`config.mk`:
```
export PLATFORM = sky130hd
export DESIGN_NAME = aar_cordic
export DESIGN_NICKNAME = d
export VERILOG_FILES = /design/src/design/aar_pkg.sv /design/src/design/aar_cordic.sv
export SDC_FILE = /design/constraint.sdc
export NUM_CORES = 2
export LEC_CHECK = 0
export BUFFER_PORTS_ARGS = -buffer_cell sky130_fd_sc_hd__buf_2
export CAP_MARGIN = 20
export CELL_PAD_IN_SITES_DETAIL_PLACEMENT = 0
export CELL_PAD_IN_SITES_GLOBAL_PLACEMENT = 1
export CORE_ASPECT_RATIO = 1.25
export CORE_MARGIN = 2
export CORE_UTILIZATION = 56
export CTS_CLUSTER_SIZE = 14
export DETAILED_ROUTE_END_ITERATION = 8
export PLACE_DENSITY = 0.87
export SLEW_MARGIN = 20
export SYNTH_ARGS = -nofsm -noshare
export SYNTH_HDL_FRONTEND = slang
export SYNTH_SLANG_ARGS = --single-unit
```
`constraint.sdc`:
```
create_clock -name clock -period 6.84 [get_ports clock]
set_clock_uncertainty 0.05 [all_clocks]
set_input_delay 0.684 -clock clock [delete_from_list [all_inputs] [get_ports clock]]
set_output_delay 0.684 -clock clock [all_outputs]
set_load 0.02 [all_outputs]
```
`src/design/aar_pkg.sv`:
```
// Shared types and fixed-point constants for the axis-angle rotation matrix block.
`default_nettype none
package aar_pkg;
   localparam int DATA_WIDTH = 16;
   localparam int FRAC_BITS = DATA_WIDTH - 2;
   localparam int OUT_SHIFT = 62 - DATA_WIDTH;
   localparam int ANG_W = 36;
   localparam int CW = 34;
   localparam int UW = 32;
   localparam int SQRT_STAGES = 32;
   localparam int DIV_STAGES = 31;
   localparam int NORM_LAT = SQRT_STAGES + DIV_STAGES + 3;
   localparam int MAT_LAT = 3;

   localparam logic signed [ANG_W-1:0] PI_Q30 = 36'sd3373259426;
   localparam logic signed [ANG_W-1:0] TWO_PI_Q30 = 36'sd6746518852;
   localparam logic signed [ANG_W-1:0] HALF_PI_Q30 = 36'sd1686629713;
   localparam logic signed [CW-1:0] CORDIC_GAIN_Q30 = 34'sd652032874;
   localparam logic signed [CW-1:0] ONE_Q30 = 34'sd1073741824;

   localparam logic [31:0] ATAN_TABLE [32] = '{
      32'd843314856, 32'd497837829, 32'd263043836, 32'd133525158, 32'd67021686,
      32'd33543515, 32'd16775850, 32'd8388437, 32'd4194282, 32'd2097149,
      32'd1048575, 32'd524287, 32'd262143, 32'd131071, 32'd65535, 32'd32767,
      32'd16383, 32'd8191, 32'd4095, 32'd2047, 32'd1023, 32'd511, 32'd255,
      32'd127, 32'd63, 32'd31, 32'd15, 32'd7, 32'd3, 32'd1, 32'd0, 32'd0
   };

   typedef struct packed {
      logic signed [15:0] angle_rad;
      logic signed [15:0] axis_x;
      logic signed [15:0] axis_y;
      logic signed [15:0] axis_z;
   } req_type;

   typedef struct packed {
      logic signed [DATA_WIDTH-1:0] m00;
      logic signed [DATA_WIDTH-1:0] m01;
      logic signed [DATA_WIDTH-1:0] m02;
      logic signed [DATA_WIDTH-1:0] m10;
      logic signed [DATA_WIDTH-1:0] m11;
      logic signed [DATA_WIDTH-1:0] m12;
      logic signed [DATA_WIDTH-1:0] m20;
      logic signed [DATA_WIDTH-1:0] m21;
      logic signed [DATA_WIDTH-1:0] m22;
      logic degenerate_axis;
   } rsp_type;
endpackage
`default_nettype wire

```
`src/design/aar_cordic.sv`:
```
// Angle range reduction and pipelined rotation-mode CORDIC giving cosine and sine.
`default_nettype none
module aar_cordic #(
   parameter int STAGES = 16
) (
   input  logic                          clock,
   input  logic                          en,
   input  logic signed [15:0]            angle,
   output logic signed [aar_pkg::UW-1:0] cos_out,
   output logic signed [aar_pkg::UW-1:0] sin_out
);
   import aar_pkg::*;

   logic signed [ANG_W-1:0] a_in;
   logic signed [ANG_W-1:0] a1_in, a1_ff;
   logic signed [ANG_W-1:0] z0_wide;
   logic                    flip0_in;
   logic signed [CW-1:0]    x_ff [STAGES+1];
   logic signed [CW-1:0]    y_ff [STAGES+1];
   logic signed [CW-1:0]    z_ff [STAGES+1];
   logic                    flip_ff [STAGES+1];
   logic signed [CW-1:0]    cos_in, sin_in;
   logic signed [UW-1:0]    cos_ff, sin_ff;

   assign a_in = {{2{angle[15]}}, angle, 18'b0};

   // one wrap by 2*pi covers the whole input range
   always_comb begin
      priority if (a_in > PI_Q30) begin
         a1_in = a_in - TWO_PI_Q30;
      end else if (a_in < -PI_Q30) begin
         a1_in = a_in + TWO_PI_Q30;
      end else begin
         a1_in = a_in;
      end
   end

   always_comb begin
      priority if (a1_ff > HALF_PI_Q30) begin
         z0_wide  = a1_ff - PI_Q30;
         flip0_in = 1'b1;
      end else if (a1_ff < -HALF_PI_Q30) begin
         z0_wide  = a1_ff + PI_Q30;
         flip0_in = 1'b1;
      end else begin
         z0_wide  = a1_ff;
         flip0_in = 1'b0;
      end
   end

   always_ff @(posedge clock) begin
      if (en) begin
         a1_ff      <= a1_in;
         x_ff[0]    <= CORDIC_GAIN_Q30;
         y_ff[0]    <= '0;
         z_ff[0]    <= z0_wide[CW-1:0];
         flip_ff[0] <= flip0_in;
      end
   end

   for (genvar k = 0; k < STAGES; k++) begin : g_stage
      logic signed [CW-1:0] dx, dy, tk;
      logic signed [CW-1:0] x_in, y_in, z_in;
      assign dx = y_ff[k] >>> k;
      assign dy = x_ff[k] >>> k;
      assign tk = $signed({2'b00, ATAN_TABLE[k]});
      always_comb begin
         if (!z_ff[k][CW-1]) begin
            x_in = x_ff[k] - dx;
            y_in = y_ff[k] + dy;
            z_in = z_ff[k] - tk;
         end else begin
            x_in = x_ff[k] + dx;
            y_in = y_ff[k] - dy;
            z_in = z_ff[k] + tk;
         end
      end
      always_ff @(posedge clock) begin
         if (en) begin
            x_ff[k+1]    <= x_in;
            y_ff[k+1]    <= y_in;
            z_ff[k+1]    <= z_in;
            flip_ff[k+1] <= flip_ff[k];
         end
      end
   end

   assign cos_in = flip_ff[STAGES] ? -x_ff[STAGES] : x_ff[STAGES];
   assign sin_in = flip_ff[STAGES] ? -y_ff[STAGES] : y_ff[STAGES];

   always_ff @(posedge clock) begin
      if (en) begin
         cos_ff <= cos_in[UW-1:0];
         sin_ff <= sin_in[UW-1:0];
      end
   end

   assign cos_out = cos_ff;
   assign sin_out = sin_ff;
endmodule
`default_nettype wire

```
==> metrics.csv <==
metric,value,unit
outcome,"finished, final reports clean",
ys_async_sr_fraction,0,%
critPathMaxStageDelay,0.59,ns
fmax,176.1,MHz
yosysMostFrequentCell,edfxtp_1,
syn_area,0.1301,mm²
die_y,542.8,µm
worst_pin_slew,1.116,ns
first_pass_iters,6,
drc,0,
overflow,0,
clock_path_buffers,4,
port_buffers,81,
cp.arrival,6.22,ns
cts_resized,0,
ys_top_cells_by_area,"edfxtp_1 (37%), ha_1 (14%), xnor2_1 (8.4%), a21oi_1 (5.4%), xor2_1 (4.3%)",
path_cells,inv_1 > ha_1 > nand2b_1 > or4_1 > nor2_1 > nand2_1 > nor3b_1 > nand2_1 > nor2_1 > nor2_1 > xor2_1 > ha_1 > a211oi_1 > o21ai_0 > o2111ai_1 > nand3_1 > a21o_1 > a41o_1 > a41o_1 > or4_1 > a31oi_1 > xnor2_1,
yosys_register_bits,1581,
synth_top_area_cell,edfxtp_1,
fin_crit_sh,83.00,%
ctsHoldBuffers,0,
drive_gt1_share,4.330,%
drv_cap,0,
synth_ff_type,edfxtp_1,
synth-edff-count,1581,
grt_first_pass_wirelength,544.0,mm
dpl.hpwl,280.0,mm
rrSetupSlack,1.16,ns
synthTopCellsByCount,"edfxtp_1 (1581), ha_1 (1442), a21oi_1 (1408)",
hold_viol,0,
initial_utilization,56.37,%
rows,197,
grt_pass1_vias,101150,
first_iter_violations,6349,
yosysUniqueCellTypes,91,
rsz0062_at_grt,no,
worst_setup_path_start_kind,flip-flop,
clock_latency,0.88,ns
antenna_found_initial,4,
setup_viol,0,
die_area,0.2361,mm²
fp.dieW,435.0,µm
track_usage,28.71,%
finalSetupTns,0,ns
vias,102413,
yosysWarnings,0,
hold_depth,3,
boundaryPins,82,
wl,349.0,mm
synth_nets,14962,
wl_per_cell,20.74,µm
period_needed,5.678,ns
cts.clk_slew.worst_paths,0.06,ns
cp_slowest_cell,nor3b_1,
worstSetupPathType,reg2reg,
ys_seq_area_share,36.50,%
vias_per_cell,6.086,
seqCellArea,0.04748,mm²
clock_sinks,1581,
grt_max_degree,177,
coreArea,0.2307,mm²
cts_made_buffers,181,
postCtsSetupRepairBufs,0,
cpMostUsedCell,nor2_1,
cts_tree,yes,
nets,15108,
multi_input_area,0.07981,mm²
synth_cells,13461,
nFillCells,19582,
worstSetupEndpointType,flip-flop,
syn_area_per_cell,9.662,µm²
ff2ff_path_depth,22,
hold_path_class,in2reg,
gp_congestion,0.9616,
areaGrowthSynthToFinish,7.740,%
htreeDepth,4,
ant_nets,0,
maxSlewHeadroom,25.60,%
cp_max_fo,7,
clockRootBuffer,clkbuf_16,
maxSlewViolCount,0,
synth.top_cell.area_share,36.50,%
cp_data_required_time,7.38,ns
metal layers:
| metal | global-route usage [%] | vias up | share of wire [%] |
|---|---|---|---|
| li1 | - | 50478 | - |
| met1 | 30.94 | 48791 | 38 |
| met2 | 55.20 | 2313 | 53 |
| met3 | 2.578 | 829 | 3.3 |
| met4 | 15.05 | 2 | 5.7 |
| met5 | 0 | - | 0.0040 |
sequential cells by signal, summed over array words and instances (netlist names):
signal / cells
a1_ff: 20
cos_out: 32
flip_ff: 16
sin_out: 32
x_ff: 482
y_ff: 509
z_ff: 490
worst paths after layout:
path	from	to
min reg2reg	z_ff[0][69]	z_ff[0][103]
min	angle[1]	a1_ff[19]
max reg2reg	y_ff[5][5]	x_ff[6][33]
max	y_ff[5][5]	x_ff[6][33]
layout make-up:
type	count	share of cell area, %
Multi-Input combinational cell	11139	56.95
Sequential cell	1581	33.88
Clock buffer	209	3.353
Tap cell	3084	2.754
Inverter	546	1.463
Clock inverter	108	0.7974
Timing Repair Buffer	158	0.7929
Antenna cell	3	0.005357
metrics by stage:
stage | util, % | setup slack (ns) | hold WS, ns | area, µm² | cells
2_1_floorplan | - | 2.134 | 0.3503 | 130100 | 13461
3_3_place_gp | 58.21 | 1.042 | 0.3528 | 134300 | 16508
3_5_place_dp | 58.21 | 1.205 | 0.3545 | 134300 | 16508
4_1_cts | 60.73 | 1.167 | 0.01633 | 140100 | 16825
5_1_grt | 60.73 | 0.8628 | 0.06903 | 140100 | 16826
6_report | 60.74 | 1.162 | 0.08065 | 140100 | 16828
cells in the final DEF, fill, tap and decap left out, types with 135 or more instances in the layout:
master	synthesis	routed
nor2b_1	178	178
edfxtp_1	1581	1581
nand2_1	666	666
a31oi_1	160	160
o21bai_1	150	150
nand3_1	233	233
xnor2_1	1254	1254
o21ai_0	653	652
a21oi_1	1408	1408
xor2_1	640	640
ha_1	1442	1442
o21a_1	243	243
nor2_1	1231	1231
a21o_1	590	590
a211oi_1	136	135
nor3_1	366	366
inv_1	539	539
nand2b_1	214	214
clkbuf_16	0	184
and3_1	137	137
critical path: cells and delay by family, from the launching register on:
kind,cells,cell delay [ns]
compound gates,7,1.47
xor+xnor,2,0.25
fa+ha+maj,2,0.55
buf+inv,1,0.10
flops,1,0.45
simple gates,10,2.55
cells by family (layout without fill, tap and decap cells):
group	Yosys count	after routing	share of synthesized area (%)
AO/OA/AOI/OAI	4070	4070	19.97
XOR/XNOR	1894	1894	12.75
adder cells (fa/ha/maj)	1483	1483	14.50
buffers and inverters	741	1021	2.140
flip-flops	1581	1581	36.50
multiplexers	101	101	0.8158
other	0	3	0
AND/OR/NAND/NOR	3591	3591	13.31
Power is not shown: default switching activity piles up to over one toggle a cycle in this logic, so the estimate is an artifact.
